[src/design/spf_pkg.sv]
package spf_pkg;

  // Table geometry.
  parameter int TABLE_DEPTH = 65536;
  parameter int IDX_W       = $clog2(TABLE_DEPTH);

  // Field widths.
  parameter int VALUE_W  = 16;
  parameter int PRIME_W  = 16;
  parameter int EXP_W    = 5;
  parameter int STATUS_W = 3;

  // A 16-bit value has at most six distinct prime factors.
  parameter int MAX_PRIMES = 6;
  parameter int K_W        = 3;

  typedef enum logic [STATUS_W-1:0] {
    ST_FACTOR   = 3'd0,
    ST_BUILT    = 3'd1,
    ST_NOFACT   = 3'd2,
    ST_RANGE    = 3'd3,
    ST_NOTBUILT = 3'd4
  } status_e;

  typedef enum logic {
    OP_BUILD  = 1'b0,
    OP_FACTOR = 1'b1
  } opcode_e;

  typedef enum logic [3:0] {
    SQ_IDLE,
    SQ_CLEAR,
    SQ_SRD,
    SQ_SCHK,
    SQ_MRD,
    SQ_MCHK,
    SQ_FRD,
    SQ_FCHK,
    SQ_FDIV,
    SQ_FEMIT,
    SQ_RESP
  } seq_state_e;

  typedef struct packed {
    logic             rd_en;
    logic [IDX_W-1:0] rd_addr;
    logic             wr_en;
    logic [IDX_W-1:0] wr_addr;
    logic [PRIME_W-1:0] wr_data;
  } ram_req_t;

  typedef struct packed {
    logic               start;
    logic [VALUE_W-1:0] num;
    logic [VALUE_W-1:0] den;
  } div_req_t;

  typedef struct packed {
    logic               done;
    logic [VALUE_W-1:0] quot;
    logic [VALUE_W-1:0] rem;
  } div_rsp_t;

  typedef struct packed {
    logic               valid;
    status_e            status;
    logic [PRIME_W-1:0] prime;
    logic [EXP_W-1:0]   exponent;
    logic               last;
  } res_t;

endpackage

[src/design/spf_div.sv]
module spf_div
  import spf_pkg::*;
(
  input  logic     clk_i,
  input  logic     rst_ni,
  input  div_req_t req_i,
  output div_rsp_t rsp_o
);

  localparam int CNT_W = $clog2(VALUE_W);

  logic               busy_q, busy_d;
  logic               done_q, done_d;
  logic [CNT_W-1:0]   cnt_q, cnt_d;
  logic [VALUE_W-1:0] rem_q, rem_d;
  logic [VALUE_W-1:0] quo_q, quo_d;
  logic [VALUE_W-1:0] den_q, den_d;
  logic [VALUE_W:0]   trial;

  // One quotient bit per cycle, restoring form.
  always_comb begin
    busy_d = busy_q;
    done_d = 1'b0;
    cnt_d  = cnt_q;
    rem_d  = rem_q;
    quo_d  = quo_q;
    den_d  = den_q;
    trial  = {rem_q, quo_q[VALUE_W-1]};
    if (req_i.start) begin
      busy_d = 1'b1;
      cnt_d  = '0;
      rem_d  = '0;
      quo_d  = req_i.num;
      den_d  = req_i.den;
    end else if (busy_q) begin
      if (trial >= {1'b0, den_q}) begin
        rem_d = VALUE_W'(trial - {1'b0, den_q});
        quo_d = {quo_q[VALUE_W-2:0], 1'b1};
      end else begin
        rem_d = trial[VALUE_W-1:0];
        quo_d = {quo_q[VALUE_W-2:0], 1'b0};
      end
      cnt_d = cnt_q + CNT_W'(1);
      if (cnt_q == CNT_W'(VALUE_W - 1)) begin
        busy_d = 1'b0;
        done_d = 1'b1;
      end
    end
  end

  always_ff @(posedge clk_i or negedge rst_ni) begin
    if (!rst_ni) begin
      busy_q <= 1'b0;
      done_q <= 1'b0;
      cnt_q  <= '0;
    end else begin
      busy_q <= busy_d;
      done_q <= done_d;
      cnt_q  <= cnt_d;
    end
  end

  always_ff @(posedge clk_i) begin
    rem_q <= rem_d;
    quo_q <= quo_d;
    den_q <= den_d;
  end

  assign rsp_o.done = done_q;
  assign rsp_o.quot = quo_q;
  assign rsp_o.rem  = rem_q;

endmodule

[config.mk]
export PLATFORM = sky130hd
export DESIGN_NAME = spf_div
export DESIGN_NICKNAME = d
export VERILOG_FILES = /design/src/design/spf_pkg.sv /design/src/design/spf_div.sv
export SDC_FILE = /design/constraint.sdc
export NUM_CORES = 1
export LEC_CHECK = 0
export BUFFER_PORTS_ARGS = -buffer_cell sky130_fd_sc_hd__buf_4
export CAP_MARGIN = 20
export CORE_AREA = 5 5 85 95
export DETAILED_ROUTE_END_ITERATION = 10
export DIE_AREA = 0 0 90 100
export PLACE_DENSITY = 0.66
export SLEW_MARGIN = 20
export SYNTH_ARGS = -nofsm -noshare
export SYNTH_HDL_FRONTEND = slang
export SYNTH_SLANG_ARGS = --single-unit
[constraint.sdc]
create_clock -name clk_i -period 3.2 [get_ports clk_i]
set_clock_uncertainty 0.05 [all_clocks]
set_input_delay 0.64 -clock clk_i [delete_from_list [all_inputs] [get_ports clk_i]]
set_output_delay 0.64 -clock clk_i [all_outputs]
set_load 0.02 [all_outputs]
; Word-level counts from Yosys, hierarchy flattened
; Index checks and enable logic that the tools add are counted.
[totals]
ff_bits = 54
inputBits = 35
out_inout_bits = 33
word_cells = 23
[classes]
addsub = 2
order_cmp = 1
n_eq_ne = 1
mux = 12
n_reduce_logical = 1
[op_table]
columns = cell, count
row1 = 16-bit 2-to-1 mux, 3
row2 = 17-bit by 16-bit greater-or-equal comparator with 1-bit output, 1
row3 = 16-bit subtractor, 1
row4 = 4-bit 2-to-1 mux, 2
row5 = 1-bit 2-to-1 mux, 7
row6 = 4-bit by 1-bit adder with 4-bit output (second input constant), 1
row7 = 4-bit == test (second input constant), 1
row8 = 2-bit nonzero test, 1

; Longest topological paths before layout
[logic_depth]
word_depth = 4
mapped_depth = 12
mapped_depth_nobuf = 10

; Least setup slack after synthesis
; No wires, ideal clock.
[synth_timing]
kind = reg-to-reg
start = reg rem_q[7]
end = reg quo_q[0] (data pin)
setup_ns = 0.260
t_arrival_ns = 2.026
required_time_ns = 2.890
path_slack_ns = 0.864
stages_incl_launch_ff = 10
synth_period_minus_slack_ns = 2.336
path_cell_list = dfxtp_1 -> ha_1 -> a21oi_2 -> o21ai_1 -> o211ai_2 -> o211ai_2 -> a21o_1 -> buf_6 -> buf_6 -> mux2_2
[synth_between]
elab_chain_cells = 4
[synth_rtl]
columns = item, line
row1 = from (decl), spf_div.sv:15  ; logic [VALUE_W-1:0] rem_q, rem_d;
row2 = from (signal assigned), spf_div.sv:64  ; rem_q <= rem_d;
row3 = 17-bit by 16-bit greater-or-equal comparator with 1-bit output, spf_div.sv:36  ; if (trial >= {1'b0, den_q}) begin
row4 = 1-bit 2-to-1 mux, spf_div.sv:36
row5 = 16-bit 2-to-1 mux, spf_div.sv:35  ; end else if (busy_q) begin
row6 = 16-bit 2-to-1 mux, spf_div.sv:29  ; if (req_i.start) begin
row7 = named net quo_d[0], spf_div.sv:16  ; logic [VALUE_W-1:0] quo_q, quo_d;
row8 = to (signal assigned), spf_div.sv:65  ; quo_q <= quo_d;
row9 = to (decl), spf_div.sv:16
; The timed path passes the listed nets, and every way through them passes these cells. The select of a mux whose other input is x is not followed.
; A chain may end at the register's enable or synchronous reset.

; Worst setup path after layout
[layout_timing]
start = reg den_q[3]
end = reg rem_q[14]
[layout_between]
elab_chain_cells = 2
word_cells_on_any_way = 3
[layout_rtl]
columns = item, line
row1 = from (decl), spf_div.sv:17  ; logic [VALUE_W-1:0] den_q, den_d;
row2 = from (signal assigned), spf_div.sv:66  ; den_q <= den_d;
row3 = 16-bit subtractor / 17-bit by 16-bit greater-or-equal comparator with 1-bit output (equally long branches), "spf_div.sv:37, spf_div.sv:36"
row4 = 16-bit 2-to-1 mux *, spf_div.sv:36
; Every way passes the cells marked *; elsewhere a longest branch is shown, timed or not.

==> flow_metrics.env <==
export IMPL_drt_iter0_markers=63
export IMPL_clock_latency_ps=310
export IMPL_synth_area_sq_mm=0.00299
export IMPL_cp_max_fo=9
export IMPL_finalMaxSlewViolations=0
export IMPL_antenna_found_initial=0
export IMPL_cts_tree="yes"
export IMPL_worstSetupStartpointType="flip-flop"
export IMPL_port_buffers=67
export IMPL_cap_violations=0
export IMPL_hold_buffers=0
export IMPL_grt_pass1_vias=2208
export IMPL_grt_ovfl_total=0
export IMPL_period_needed_ps=2490
export IMPL_setup_viol=0
export IMPL_drive_gt1_share_pct=30.1
export IMPL_peakVddDrop_uv=403
export IMPL_rsz0062_at_grt="no"
export IMPL_post_route_util_pct=52.9
export IMPL_ys_flop_type="edfxtp_1"
export IMPL_pin_count=68
export IMPL_insertedDiodeCount=0
export IMPL_cp_required_ps=3340
export IMPL_rr_startpoint="den_q[3]"
export IMPL_numCtsBuffers=5
export IMPL_place_hpwl_um=4910
export IMPL_ctsLongestPathBuffers=2
export IMPL_synth_seq_area_share_pct=47.9
export IMPL_multi_input_area_sq_mm=0.00142
export IMPL_pwr_density_cell_mw_per_mm2=768
export IMPL_grt_max_degree=30
export IMPL_row_count=32
export IMPL_arrival_ps=2630
export IMPL_area_growth_pct=22.7
export IMPL_status="complete, no violations"
export IMPL_num_vias=2214
export IMPL_grt_pass1_wl_um=10600
export IMPL_rr_worst_depth=10
export IMPL_yosysTopAreaCellShare_pct=32.2
export IMPL_post_route_period_util_pct=77.8
export IMPL_tns_ps=0
export IMPL_synth_common_cells="edfxtp_1 (32), nand2_1 (22), nor2_1 (22), inv_1 (20), ha_1 (17)"
export IMPL_cts_root_buf="clkbuf_8"
export IMPL_die_h_um=100
export IMPL_yosys_register_bits=54
export IMPL_final_seq_area_sq_mm=0.00143
export IMPL_fillCellCount=637
export IMPL_reg2reg_to="rem_q[14]"
export IMPL_synth_distinct_cells=44
export IMPL_async_flop_share_pct=11.1
export IMPL_synth_top_cell_by_area="edfxtp_1"
export IMPL_slew_headroom_pct=48.4
export IMPL_place_congestion=0.827
export IMPL_synth_most_common_cell="edfxtp_1"
export IMPL_crit_type="reg2reg"
export IMPL_nets=397
export IMPL_fp_dieW_um=90
export IMPL_cts_resized=0
export IMPL_syn_inst=275
export IMPL_synth_area_top_cells="edfxtp_1 (32%), dfxtp_1 (11%), ha_1 (7.1%)"
export IMPL_htree_levels=2
export IMPL_final_hold_viol_count=0
export IMPL_antenna_left=0
export IMPL_vias_per_cell=5.15
export IMPL_initial_core_util_pct=43.1
export IMPL_avgSynthCellArea_sq_um=10.9
export IMPL_worst_slew_pin_slew_ps=774
export IMPL_cts_sinks=54
export IMPL_wl_per_cell_um=14.8
export IMPL_cts_setup_buffers=0
export IMPL_core_area_sq_mm=0.00693
export IMPL_r2r_setup_slack_ps=710
export IMPL_endpoint_kind="flip-flop"
export IMPL_grt_usage_pct=14.3
export IMPL_clkTransAtPathRegs_ps=100
export IMPL_finalWirelength_um=6350
export IMPL_synth_edff_count=32
export IMPL_fin_total_pwr_mw=2.81
export IMPL_synth_fp_nets=328
export IMPL_dieArea_sq_mm=0.00900
export IMPL_clock_fmax_mhz=401
export IMPL_yosysWarnings=0
export IMPL_firstDrtPassIters=4
export IMPL_p_leak_nw=1.63
export IMPL_drc=0
export IMPL_hold_class="in2async"
[cells in the final DEF (no fill, tap or decap), types with 2 or more instances in the layout]
master,synthesis,layout
xnor2_1,8,8
o21ai_1,6,6
mux2i_1,14,14
or3_1,2,2
ha_1,17,17
clkinvlp_4,0,2
edfxtp_1,32,32
o31ai_1,2,2
o211ai_2,4,4
dfrtp_1,6,6
xor2_1,8,8
nand2b_1,5,5
a21oi_1,12,12
nand2_1,22,22
clkbuf_8,0,5
nor2b_1,4,4
o211ai_1,2,2
buf_4,1,72
nor2_1,22,22
o21ai_0,10,10
nor3_1,2,2
a211oi_1,7,7
dfxtp_1,16,16
a21oi_2,3,3
nand4_1,3,3
mux2_2,16,16
inv_1,20,20
o221ai_1,2,2
a21o_1,3,3
nand3_1,5,5
[logic make-up (layout without fill, tap and decap cells)]
group / Yosys count / after routing / synth area share, %
muxes: 31 / 31 / 11.2
AOI/OAI and AO/OA: 57 / 57 / 13.2
adders and majority gates: 18 / 18 / 7.79
buffers and inverters: 30 / 100 / 4.44
DFF: 54 / 54 / 47.9
and+or+nand+nor: 69 / 69 / 10.7
xor gates and xnor gates: 16 / 16 / 4.69
[where the power goes]
group          switching, mW  internal (mW)
logic                  0.778          0.655
clock network          0.227          0.155
registers              0.119          0.880
total                   1.12           1.69
[layer usage]
metal | wire length (um) | vias to the layer above | share of wire (%) | track usage (%)
met1 | 2730 | 1028 | 43 | 17.1
met4 | 102 | 0 | 1.6 | 5.04
met2 | 3030 | 52 | 48 | 23.6
li1 | - | 1126 | - | -
met5 | 0 | - | 0 | 0
met3 | 492 | 8 | 7.7 | 5.40
[sequential cells by signal (all words and copies together), names as in the netlist]
| name | flops |
|---|---|
| den_q | 16 |
| cnt_q | 4 |
| quo_q | 16 |
| done_q | 1 |
| rem_q | 16 |
| busy_q | 1 |
[metrics by stage]
step,worst slack [ps],instance area (sq um),hold slack [ps],std cells
2_1_floorplan,864,2990,294,275
3_3_place_gp,806,3580,401,422
3_5_place_dp,708,3580,403,422
4_1_cts,686,3660,62.8,430
6_report,709,3660,68.4,430
5_1_grt,517,3660,55.5,430
[how the worst max path moves through the flow]
stage / from / endpoint / slack [ps]
finish: den_q[3] / rem_q[14] / 710
global route: rem_q[8] / rem_q[14] / 520
CTS: den_q[3] / rem_q[5] / 690
detailed placement: den_q[3] / rem_q[5] / 710
global placement: rem_q[3] / rem_q[5] / 810
floorplan: rem_q[7] / quo_q[0] / 860
[cell type report]
class / instances / share of cell area [%]
inverter: 20 / 2.05
timing repair buffer: 72 / 14.7
tap: 85 / 2.90
clock buffer: 6 / 1.98
clock inverter: 2 / 0.410
sequential: 54 / 39.1
multi-input combinational: 191 / 38.9
[worst max-delay path: stages (launching register included)]
cell      delay [ps]
edfxtp_1         340
inv_1             50
ha_1             370
o211ai_2         120
a21oi_2          210
o211ai_2         140
o211ai_2         190
a21o_1           320
buf_4            230
nor3b_1          210
o21ai_0          130
Power figures use the tool's default switching activity.
