[src/design/spf_pkg.sv]
package spf_pkg;

  // Table geometry.
  parameter int TABLE_DEPTH = 65536;
  parameter int IDX_W       = $clog2(TABLE_DEPTH);

  // Field widths.
  parameter int VALUE_W  = 16;
  parameter int PRIME_W  = 16;
  parameter int EXP_W    = 5;
  parameter int STATUS_W = 3;

  // A 16-bit value has at most six distinct prime factors.
  parameter int MAX_PRIMES = 6;
  parameter int K_W        = 3;

  typedef enum logic [STATUS_W-1:0] {
    ST_FACTOR   = 3'd0,
    ST_BUILT    = 3'd1,
    ST_NOFACT   = 3'd2,
    ST_RANGE    = 3'd3,
    ST_NOTBUILT = 3'd4
  } status_e;

  typedef enum logic {
    OP_BUILD  = 1'b0,
    OP_FACTOR = 1'b1
  } opcode_e;

  typedef enum logic [3:0] {
    SQ_IDLE,
    SQ_CLEAR,
    SQ_SRD,
    SQ_SCHK,
    SQ_MRD,
    SQ_MCHK,
    SQ_FRD,
    SQ_FCHK,
    SQ_FDIV,
    SQ_FEMIT,
    SQ_RESP
  } seq_state_e;

  typedef struct packed {
    logic             rd_en;
    logic [IDX_W-1:0] rd_addr;
    logic             wr_en;
    logic [IDX_W-1:0] wr_addr;
    logic [PRIME_W-1:0] wr_data;
  } ram_req_t;

  typedef struct packed {
    logic               start;
    logic [VALUE_W-1:0] num;
    logic [VALUE_W-1:0] den;
  } div_req_t;

  typedef struct packed {
    logic               done;
    logic [VALUE_W-1:0] quot;
    logic [VALUE_W-1:0] rem;
  } div_rsp_t;

  typedef struct packed {
    logic               valid;
    status_e            status;
    logic [PRIME_W-1:0] prime;
    logic [EXP_W-1:0]   exponent;
    logic               last;
  } res_t;

endpackage

[src/design/spf_seq.sv]
module spf_seq
  import spf_pkg::*;
(
  input  logic               clk_i,
  input  logic               rst_ni,
  input  logic               in_valid_i,
  output logic               in_stall_o,
  input  logic               opcode_i,
  input  logic [VALUE_W-1:0] value_i,
  input  logic               cfg_we_i,
  input  logic [IDX_W-1:0]   eff_lim_i,
  input  logic               out_ready_i,
  output res_t               res_o,
  output ram_req_t           ram_o,
  input  logic [PRIME_W-1:0] ram_rdata_i,
  output div_req_t           div_o,
  input  div_rsp_t           div_i
);

  seq_state_e         state_q, state_d;
  logic               built_q, built_d;
  logic [IDX_W-1:0]   lim_q, lim_d;
  logic [IDX_W-1:0]   i_q, i_d;
  logic [IDX_W-1:0]   j_q, j_d;
  logic [2*IDX_W-1:0] sq_q, sq_d;
  logic [VALUE_W-1:0] n_q, n_d;
  logic [PRIME_W-1:0] p_q, p_d;
  logic [EXP_W-1:0]   e_q, e_d;
  logic [K_W-1:0]     k_q, k_d;
  status_e            resp_q, resp_d;
  logic [IDX_W:0]     j_next;
  logic               i_done;
  logic               fact_last;
  logic               accept;

  assign in_stall_o = (state_q != SQ_IDLE);
  assign accept     = in_valid_i && (state_q == SQ_IDLE);
  assign j_next     = {1'b0, j_q} + {1'b0, i_q};
  assign i_done     = (i_q == lim_q);
  assign fact_last  = (n_q <= VALUE_W'(1)) || (k_q == K_W'(MAX_PRIMES - 1));

  always_comb begin
    state_d = state_q;
    built_d = built_q;
    lim_d   = lim_q;
    i_d     = i_q;
    j_d     = j_q;
    sq_d    = sq_q;
    n_d     = n_q;
    p_d     = p_q;
    e_d     = e_q;
    k_d     = k_q;
    resp_d  = resp_q;
    ram_o   = '0;
    div_o   = '0;
    res_o   = '0;
    res_o.status = ST_FACTOR;

    case (state_q)
      SQ_IDLE: begin
        if (accept) begin
          if (opcode_e'(opcode_i) == OP_BUILD) begin
            built_d = 1'b0;
            lim_d   = eff_lim_i;
            j_d     = '0;
            state_d = SQ_CLEAR;
          end else begin
            n_d = value_i;
            k_d = '0;
            if (!built_q) begin
              resp_d  = ST_NOTBUILT;
              state_d = SQ_RESP;
            end else if (value_i < VALUE_W'(2)) begin
              resp_d  = ST_NOFACT;
              state_d = SQ_RESP;
            end else if (32'(value_i) > 32'(lim_q)) begin
              resp_d  = ST_RANGE;
              state_d = SQ_RESP;
            end else begin
              state_d = SQ_FRD;
            end
          end
        end
      end
      SQ_CLEAR: begin
        ram_o.wr_en   = 1'b1;
        ram_o.wr_addr = j_q;
        if (j_q == lim_q) begin
          if (lim_q < IDX_W'(2)) begin
            built_d = 1'b1;
            resp_d  = ST_BUILT;
            state_d = SQ_RESP;
          end else begin
            i_d     = IDX_W'(2);
            state_d = SQ_SRD;
          end
        end else begin
          j_d = j_q + IDX_W'(1);
        end
      end
      SQ_SRD: begin
        ram_o.rd_en   = 1'b1;
        ram_o.rd_addr = i_q;
        sq_d          = {{IDX_W{1'b0}}, i_q} * {{IDX_W{1'b0}}, i_q};
        state_d       = SQ_SCHK;
      end
      SQ_SCHK: begin
        if (ram_rdata_i == '0) begin
          // An untouched entry is a prime: it is its own smallest factor.
          ram_o.wr_en   = 1'b1;
          ram_o.wr_addr = i_q;
          ram_o.wr_data = PRIME_W'(i_q);
        end
        if ((ram_rdata_i == '0) && (sq_q <= {{IDX_W{1'b0}}, lim_q})) begin
          j_d     = sq_q[IDX_W-1:0];
          state_d = SQ_MRD;
        end else if (i_done) begin
          built_d = 1'b1;
          resp_d  = ST_BUILT;
          state_d = SQ_RESP;
        end else begin
          i_d     = i_q + IDX_W'(1);
          state_d = SQ_SRD;
        end
      end
      SQ_MRD: begin
        ram_o.rd_en   = 1'b1;
        ram_o.rd_addr = j_q;
        state_d       = SQ_MCHK;
      end
      SQ_MCHK: begin
        if (ram_rdata_i == '0) begin
          ram_o.wr_en   = 1'b1;
          ram_o.wr_addr = j_q;
          ram_o.wr_data = PRIME_W'(i_q);
        end
        if (j_next <= {1'b0, lim_q}) begin
          j_d     = j_next[IDX_W-1:0];
          state_d = SQ_MRD;
        end else if (i_done) begin
          built_d = 1'b1;
          resp_d  = ST_BUILT;
          state_d = SQ_RESP;
        end else begin
          i_d     = i_q + IDX_W'(1);
          state_d = SQ_SRD;
        end
      end
      SQ_FRD: begin
        ram_o.rd_en   = 1'b1;
        ram_o.rd_addr = IDX_W'(n_q);
        state_d       = SQ_FCHK;
      end
      SQ_FCHK: begin
        if (ram_rdata_i < PRIME_W'(2)) begin
          p_d = PRIME_W'(n_q);
        end else begin
          p_d = ram_rdata_i;
        end
        e_d       = '0;
        div_o.start = 1'b1;
        div_o.num = n_q;
        div_o.den = VALUE_W'(p_d);
        state_d   = SQ_FDIV;
      end
      SQ_FDIV: begin
        if (div_i.done) begin
          if (div_i.rem == '0) begin
            n_d         = div_i.quot;
            e_d         = e_q + EXP_W'(1);
            div_o.start = 1'b1;
            div_o.num   = div_i.quot;
            div_o.den   = VALUE_W'(p_q);
          end else begin
            state_d = SQ_FEMIT;
          end
        end
      end
      SQ_FEMIT: begin
        if (out_ready_i) begin
          res_o.valid    = 1'b1;
          res_o.status   = ST_FACTOR;
          res_o.prime    = p_q;
          res_o.exponent = e_q;
          res_o.last     = fact_last;
          k_d            = k_q + K_W'(1);
          state_d        = fact_last ? SQ_IDLE : SQ_FRD;
        end
      end
      SQ_RESP: begin
        if (out_ready_i) begin
          res_o.valid  = 1'b1;
          res_o.status = resp_q;
          res_o.last   = 1'b1;
          state_d      = SQ_IDLE;
        end
      end
      default: begin
        state_d = SQ_IDLE;
      end
    endcase

    // A limit write invalidates the table.
    if (cfg_we_i) begin
      built_d = 1'b0;
    end
  end

  always_ff @(posedge clk_i or negedge rst_ni) begin
    if (!rst_ni) begin
      state_q <= SQ_IDLE;
      built_q <= 1'b0;
      lim_q   <= '0;
    end else begin
      state_q <= state_d;
      built_q <= built_d;
      lim_q   <= lim_d;
    end
  end

  always_ff @(posedge clk_i) begin
    i_q    <= i_d;
    j_q    <= j_d;
    sq_q   <= sq_d;
    n_q    <= n_d;
    p_q    <= p_d;
    e_q    <= e_d;
    k_q    <= k_d;
    resp_q <= resp_d;
  end

  a_emit_ready: assert property (@(posedge clk_i) disable iff (!rst_ni)
    res_o.valid |-> out_ready_i)
    else $error("result emitted while the output register is busy");

  a_div_den: assert property (@(posedge clk_i) disable iff (!rst_ni)
    div_o.start |-> (div_o.den >= VALUE_W'(2)))
    else $error("division started with a divisor below two");

  a_prime_ok: assert property (@(posedge clk_i) disable iff (!rst_ni)
    (res_o.valid && (state_q == SQ_FEMIT)) |-> (p_q >= PRIME_W'(2)))
    else $error("factor result carries a prime below two");

  a_wr_build: assert property (@(posedge clk_i) disable iff (!rst_ni)
    ram_o.wr_en |-> ((state_q == SQ_CLEAR) || (state_q == SQ_SCHK) ||
                     (state_q == SQ_MCHK)))
    else $error("table written outside a build");

endmodule
[config.mk]
export PLATFORM = sky130hd
export DESIGN_NAME = spf_seq
export DESIGN_NICKNAME = d
export VERILOG_FILES = /design/src/design/spf_pkg.sv /design/src/design/spf_seq.sv
export SDC_FILE = /design/constraint.sdc
export NUM_CORES = 1
export LEC_CHECK = 0
export ABC_AREA = 1
export BUFFER_PORTS_ARGS = -buffer_cell sky130_fd_sc_hd__buf_2
export CELL_PAD_IN_SITES_DETAIL_PLACEMENT = 1
export CELL_PAD_IN_SITES_GLOBAL_PLACEMENT = 1
export CORE_MARGIN = 2
export CORE_UTILIZATION = 40
export DETAILED_ROUTE_END_ITERATION = 10
export HOLD_SLACK_MARGIN = 0.02
export PLACE_DENSITY_LB_ADDON = 0.1
export SLEW_MARGIN = 20
export SYNTH_ARGS = -nofsm -noshare
export SYNTH_HDL_FRONTEND = slang
export SYNTH_SLANG_ARGS = --single-unit
[constraint.sdc]
create_clock -name clk_i -period 7.2 [get_ports clk_i]
set_input_delay 0 -clock clk_i [delete_from_list [all_inputs] [get_ports clk_i]]
set_output_delay 0 -clock clk_i [all_outputs]
set_load 0.05 [all_outputs]
Yosys cells after proc, flatten, opt, wreduce, memory -nomap -nowiden
Index checks and enable logic that the tools add are counted.

word-level totals
  flip-flop bits (word level) = 128
  bits of input ports = 87
  output and inout bits = 110
  logic and storage cells = 158

cells by class
  add/sub/neg operators = 5
  $mul = 1
  $lt $le $gt $ge = 7
  equality and inequality tests = 36
  muxes and demuxes = 75
  bitwise operators = 1
  reductions and logical operators = 22

operator list
  kind                                                 count
  2-to-1 mux 16 bit                                    15
  2-to-1 mux 33 bit                                    4
  one-hot mux 17 bit (3 select lines)                  2
  one-hot mux 33 bit (2 select lines)                  1
  one-hot mux 16 bit (2 select lines)                  2
  one-hot mux 16 bit (4 select lines)                  1
  2-to-1 mux 4 bit                                     15
  < comparator 16 x 2 -> 1 bit, second input constant  3
  one-hot mux 16 bit (3 select lines)                  1
  one-hot mux 4 bit (11 select lines)                  1
  2-to-1 mux 3 bit                                     14
  adder 16 x 1 -> 16 bit, second input constant        2
  equality test 16 bit                                 2
  <= comparator 32 x 16 -> 1 bit                       1
  logical NOT 16 bit                                   2
  multiplier 16 x 16 -> 32 bit                         1
  != test 2 bit, second input constant                 16
  2-to-1 mux 26 bit                                    1
  2-to-1 mux 21 bit                                    1
  != test 3 bit, second input constant                 6
  adder 16 x 16 -> 17 bit                              1
  <= comparator 17 x 16 -> 1 bit                       1
  equality test 4 x 3 -> 1 bit, second input constant  4
  > comparator 16 bit                                  1
  30 further kinds                                     49

Longest topological paths before layout
Gate-level depths: netlist of the first run.

  depth in word-level cells = 7
  depth in mapped cells = 27
  depth with buffers taken out = 26

Least setup slack after synthesis of the first run
Ideal clock, no wire load.

  path type = register -> register
  start = register i_q[4]
  end = register sq_q[27], data pin
  library setup time = 0.265 ns
  arrival time = 5.680 ns
  data required time = 6.935 ns
  setup slack = 1.255 ns
  stages on the path, launching flop included = 23
  buffers on the path = 2
  clock period less this slack = 5.945 ns
  cells stage by stage = edfxtp_1 > buf_2 > buf_1 > nand2_1 > fa_1 > fa_1 > inv_1 > fa_1 > fa_1 > fa_1 > inv_1 > fa_1 > inv_1 > ha_1 > nand2_1 > inv_1 > a21oi_1 > nand2_1 > a31oi_1 > o21ai_2 > a21oi_1 > o21ai_0 > xor2_1

on the way
  word-level cells in the longest chain between the ends = 1

RTL lines
  item                          RTL line        RTL
  from (decl)                   spf_seq.sv:23   logic [IDX_W-1:0] i_q, i_d;
  from (signal assigned)        spf_seq.sv:222  i_q <= i_d;
  multiplier 16 x 16 -> 32 bit  spf_seq.sv:104  sq_d = {{IDX_W{1'b0}}, i_q} * {{IDX_W{1'b0}}, i_q};
  to (signal assigned)          spf_seq.sv:224  sq_q <= sq_d;
  to (decl)                     spf_seq.sv:25   logic [2*IDX_W-1:0] sq_q, sq_d;

Every way passes these cells.
A chain may end at the register's enable or synchronous reset.

Worst setup path in the final report of the first run
  start = register i_q[7]
  end = register sq_q[31], data pin

Same word-level chain as after synthesis.

==> results of run 1 <==
[worst max-delay path, stage by stage, from the launching register on]
cell,delay [ns]
edfxtp_1,0.95
inv_4,0.17
fa_1,0.59
inv_1,0.06
fa_1,0.51
inv_1,0.06
fa_1,0.48
inv_1,0.06
fa_1,0.51
fa_1,0.56
inv_1,0.07
fa_1,0.55
inv_1,0.05
ha_1,0.34
nand2_1,0.13
inv_1,0.06
a21oi_1,0.14
nand2_1,0.07
a31oi_1,0.31
o21ai_2,0.12
a21oi_1,0.28
o21ai_0,0.17
xor2_1,0.16
[final cells by class]
class                      count  area (sq um)  area share (%)
clock inverter                15         108.9          0.5535
clock buffer                  17         425.4           2.163
tap                          539         674.4           3.429
multi-input combinational   1462         11180           56.86
timing repair buffer         289          1842           9.364
inverter                     457          1725           8.773
sequential                   127          3709           18.86
[cell families (layout without fill, tap and decap cells)]
group	Yosys count	after routing	share of synthesized area, %
compound gates	269	269	9.755
xor+xnor	72	72	3.733
fa+ha+maj	335	335	32.15
buf+inv	516	778	11.96
flops	127	127	21.95
mux	1	1	0.06666
simple gates	785	785	20.38
[layer usage]
metal	GRT usage (%)	wire, microns	vias to the layer above
met5	0	0	-
met4	12.06	2610	0
met3	3.442	2455	106
met2	51.37	30950	378
met1	35.98	26410	7702
li1	-	-	7195
[cells in the final DEF, fill, tap and decap left out, types with 20 or more instances in the layout]
cell,synthesis,layout
a21oi_1,98,98
buf_2,11,196
buf_4,4,28
dfrtp_1,21,21
dlygate4sd3_1,0,65
edfxtp_1,106,106
fa_1,165,165
ha_1,170,170
inv_1,432,432
inv_2,20,20
nand2_1,452,452
nand3_1,59,59
nand4_1,27,27
nor2_1,164,163
o21ai_0,54,54
o22ai_1,29,29
xnor2_1,33,33
xor2_1,39,39
[worst max-delay path by stage]
stage	cells after the start	endpoint	slack [ns]
after global routing	22	sq_q[31]	0.18
after CTS	22	sq_q[31]	0.52
final	22	sq_q[31]	0.55
after global placement	21	sq_q[31]	0.82
after floorplan	22	sq_q[27]	1.26
after detailed placement	22	sq_q[31]	0.55
[metrics by stage]
step / setup slack (ns) / cells / utilization, % / hold WS [ns]
after floorplan: 1.255 / 2105 / - / -0.2956
after global placement: 0.8195 / 2809 / 44.16 / -0.01631
after detailed placement: 0.5509 / 2809 / 44.16 / -0.009346
after CTS: 0.5183 / 2906 / 46.99 / 0.03917
after global routing: 0.1820 / 2906 / 46.99 / 0.07766
final: 0.5459 / 2906 / 46.99 / 0.04289
[registers in the layout (all words and copies together), names as in the netlist]
signal,flops
i_q,16
k_q,3
p_q,16
j_q,16
n_q,16
built_q,1
lim_q,16
e_q,5
state_q,4
sq_q,31
resp_q,3
==> results.cfg, run 1 <==
[status]
status = finished clean

[die]
std_cell_rows = 75
die_w_microns = 209.5
core_area_sq_um = 41850
initial_core_util_pct = 40.36
die-area_sq_um = 43890
io_pins = 197
die_y_microns = 209.5

[placement]
dp.final_hpwl_microns = 51040
port_buffers = 196
gp_routability_congestion = 0.9093
postPlaceCellArea_sq_um = 18480

[sta]
maxSlewViolCount = 0
tns_ns = 0
worst_pin_slew_ns = 0.9987
finalClockSkew_ns = 0.008881
period_share_pct = 92.42
max_freq_ghz = 0.1503
setup_viol = 0
min_period_ns = 6.654
rsz0062_at_grt = false
hold_viol_final = 0
slew_headroom_pct = 33.21

[cts]
cts_made_buffers = 17
cts_tree = done
clkSinkCount = 127
postCtsHoldBufs = 65
postCtsSetupRepairBufs = 0
worstSkewPairLatency_ns = 0.46
htree_levels = 4
clkTransAtPathRegs_ns = 0.07
cts.path.max_buffers = 2
cts-root-buf = clkbuf_16
cts-resized-gates = 0

[yosys]
synthesis.nets = 2527
yosysTopAreaCellShare_pct = 19.55
yosys-top-cells-area = fa_1, edfxtp_1, ha_1
synth_edf_count = 106
synth_warnings = 0
synth.largest_area_cell = fa_1
async_reset_ff_share_pct = 16.54
ys.flop_type = edfxtp_1
syn_area_sq_um = 16890
yosysMostFrequentCell = nand2_1
synth_common_cells = nand2_1, inv_1, ha_1
seq_area_frac_synth_pct = 21.95
syn_avg_cell_area_sq_um = 8.025
syn_inst = 2105
synth_cell_type_count = 61
ys_seq_elements = 127

[final_layout]
fin_area_sq_um = 19670
layout-drive-gt1-share_pct = 14.03
n_antenna_cell = 0
syn_to_final_growth_pct = 16.43
design.final.nets = 2776
fill_cells = 5158

[grt]
antenna_found_initial = 0
grt_pass1_vias = 16720
grt_overflow_total = 0
grt_max_degree = 35
groute.usage.overall_pct = 29.03
grt_pass1_wl_microns = 96300

[detailed_routing]
wirelength_microns = 62430
drc = 0
drt_iter0_drc = 970
avgRoutedWirePerCell_microns = 21.48
drt_pass1_iterations = 5
ant_nets = 0
vias = 15380
viasPerCell = 5.293

[critical_path]
crit_type = register to register
setup.worst_path.start = i_q[7]
reg2reg_setup_slack_ns = 0.55
required_ns = 7.39
worstReg2RegStart = i_q[7]
reg2reg_depth = 22
end_kind = register
cp-start-kind = register
cp.arrival_ns = 6.85
crit_fanout = 19
worstReg2RegEnd = sq_q[31]

[hold_path]
hold_path_class = input pin to asynchronous set/reset pin

[run]
maxCapViolCount = 0
Power of run 1 is not shown: default switching activity piles up to over one toggle a cycle in this logic, so the estimate is an artifact.
==> run 2, diff against run 1 <==
Settings changed: CORE_MARGIN 2 to 1.
==> run 2 against run 1 <==
  * Non-clock buffer count is the same
  * Die area shrank 1.9%
  * Final cell count shrank 0.24%
  * Setup slack gained 0.079 ns
  * First-iteration DRC count grew 3.1%
  * Clock skew grew 0.014 ns
  * Sequential share of layout area shrank 0.060 points
  * Core utilization grew 0.89 points
==> results.cfg, run 2 (same netlist as run 1, synthesis figures left out) <==
[placement]
port_buffers = 196
dp.final_hpwl_microns = 51360
gp_routability_congestion = 0.9407

[cts]
htree_levels = 4
worstSkewPairLatency_ns = 0.47
clkTransAtPathRegs_ns = 0.07
cts-resized-gates = 0
cts-root-buf = clkbuf_16
cts_made_buffers = 17
clkSinkCount = 127
cts_tree = done
cts.path.max_buffers = 2

[grt]
grt_pass1_vias = 16880
grt_pass1_wl_microns = 97840
groute.usage.overall_pct = 29.99
grt_overflow_total = 0
grt_max_degree = 35
antenna_found_initial = 0

[final_layout]
design.final.nets = 2776
layout-drive-gt1-share_pct = 14.11
mostFrequentLayoutCells = nand2_1, inv_1, buf_2, ha_1, fa_1
largest_register_ffs = 31
n_antenna_cell = 0
syn_to_final_growth_pct = 16.80
final_common_cell = nand2_1
max_flop_register = sq_q

[detailed_routing]
ant_nets = 0
drt_iter0_drc = 1000
drt_pass1_iterations = 7
vias = 15480
wirelength_microns = 62440
drc = 0
avgRoutedWirePerCell_microns = 21.54
viasPerCell = 5.338

[critical_path]
reg2reg_depth = 22
crit_fanout = 19
required_ns = 7.40
crit_type = register to register
reg2reg_setup_slack_ns = 0.62
end_kind = register
cp.arrival_ns = 6.77
worstReg2RegStart = i_q[7]
worstReg2RegEnd = sq_q[31]
cp-start-kind = register

[die]
die-area_sq_um = 43060
die_w_microns = 207.5
initial_core_util_pct = 41.00
std_cell_rows = 74
die_y_microns = 207.5
io_pins = 197
core_area_sq_um = 41200

[sta]
min_period_ns = 6.575
max_freq_ghz = 0.1521
slew_headroom_pct = 32.19
rsz0062_at_grt = false
hold_viol_final = 0
period_share_pct = 91.32
tns_ns = 0
maxSlewViolCount = 0
setup_viol = 0
finalClockSkew_ns = 0.02285
worst_pin_slew_ns = 1.015

[status]
status = finished clean

[hold_path]
hold_path_class = input pin to asynchronous set/reset pin

[run]
maxCapViolCount = 0
-- run 2: cell types whose count changed in the layout (fill, tap and decap cells not counted), sizes merged --
cell	change
clkbuf	+3
bufinv	+1
clkinvlp	-3
inv	-2
clkinv	+1
-- run 2: area by class of cell --
class | instances | area (sq um)
clock buffers | 20 | 478.0
clock inverters | 12 | 122.6
fillers | 5041 | 21470
inverters | 457 | 1725
multi-input cells | 1462 | 11190
flip-flops and latches | 127 | 3709
well taps | 532 | 665.6
repair buffers | 289 | 1842
-- run 2: worst max path at each step --
stage           start       end  slack (ns)  cells past startpoint
4_1_cts        i_q[7]  sq_q[27]        0.59                     22
3_3_place_gp   i_q[4]  sq_q[31]        0.81                     20
6_report       i_q[7]  sq_q[31]        0.62                     22
5_1_grt        i_q[7]  sq_q[31]        0.21                     20
2_1_floorplan  i_q[4]  sq_q[27]        1.26                     22
3_5_place_dp   i_q[7]  sq_q[27]        0.64                     22
-- run 2: layer usage --
metal  GRT usage, %  share of wire, %  up-vias
met4          13.66               4.2        0
met2          52.50                50      444
met3          3.404               4.9      106
li1               -                 -     7180
met5              0                 0        -
met1          37.00                41     7746
-- run 2: repair_timing --
item / 4_1_cts / 5_1_grt
hold buffers: 65 / 0
setup buffers: 0 / 0
endpoints found under the hold margin: 70 / 0
-- run 2: metrics by stage --
| step | utilization (%) | hold slack, ns | worst slack (ns) | cells | cell area [sq um] |
|---|---|---|---|---|---|
| 2_1_floorplan | - | -0.2956 | 1.255 | 2105 | 16890 |
| 3_3_place_gp | 44.85 | -0.01934 | 0.8118 | 2802 | 18480 |
| 3_5_place_dp | 44.85 | -0.008897 | 0.6351 | 2802 | 18480 |
| 4_1_cts | 47.89 | 0.02441 | 0.5859 | 2899 | 19730 |
| 6_report | 47.89 | 0.02420 | 0.6248 | 2899 | 19730 |
| 5_1_grt | 47.89 | 0.04267 | 0.2124 | 2899 | 19730 |
-- run 2: worst max-delay path, cell delays in order, from the launching register on --
cell,delay (ns)
edfxtp_1,0.93
inv_4,0.16
fa_1,0.57
inv_1,0.07
fa_1,0.51
inv_1,0.05
fa_1,0.48
inv_1,0.06
fa_1,0.53
fa_1,0.56
inv_1,0.06
fa_1,0.53
inv_1,0.04
ha_1,0.34
nand2_1,0.13
inv_1,0.05
a21oi_1,0.15
nand2_1,0.07
a31oi_1,0.28
o21ai_2,0.12
a21oi_1,0.30
o21ai_0,0.15
xor2_1,0.15
Power of run 2 is left out for the same reason.
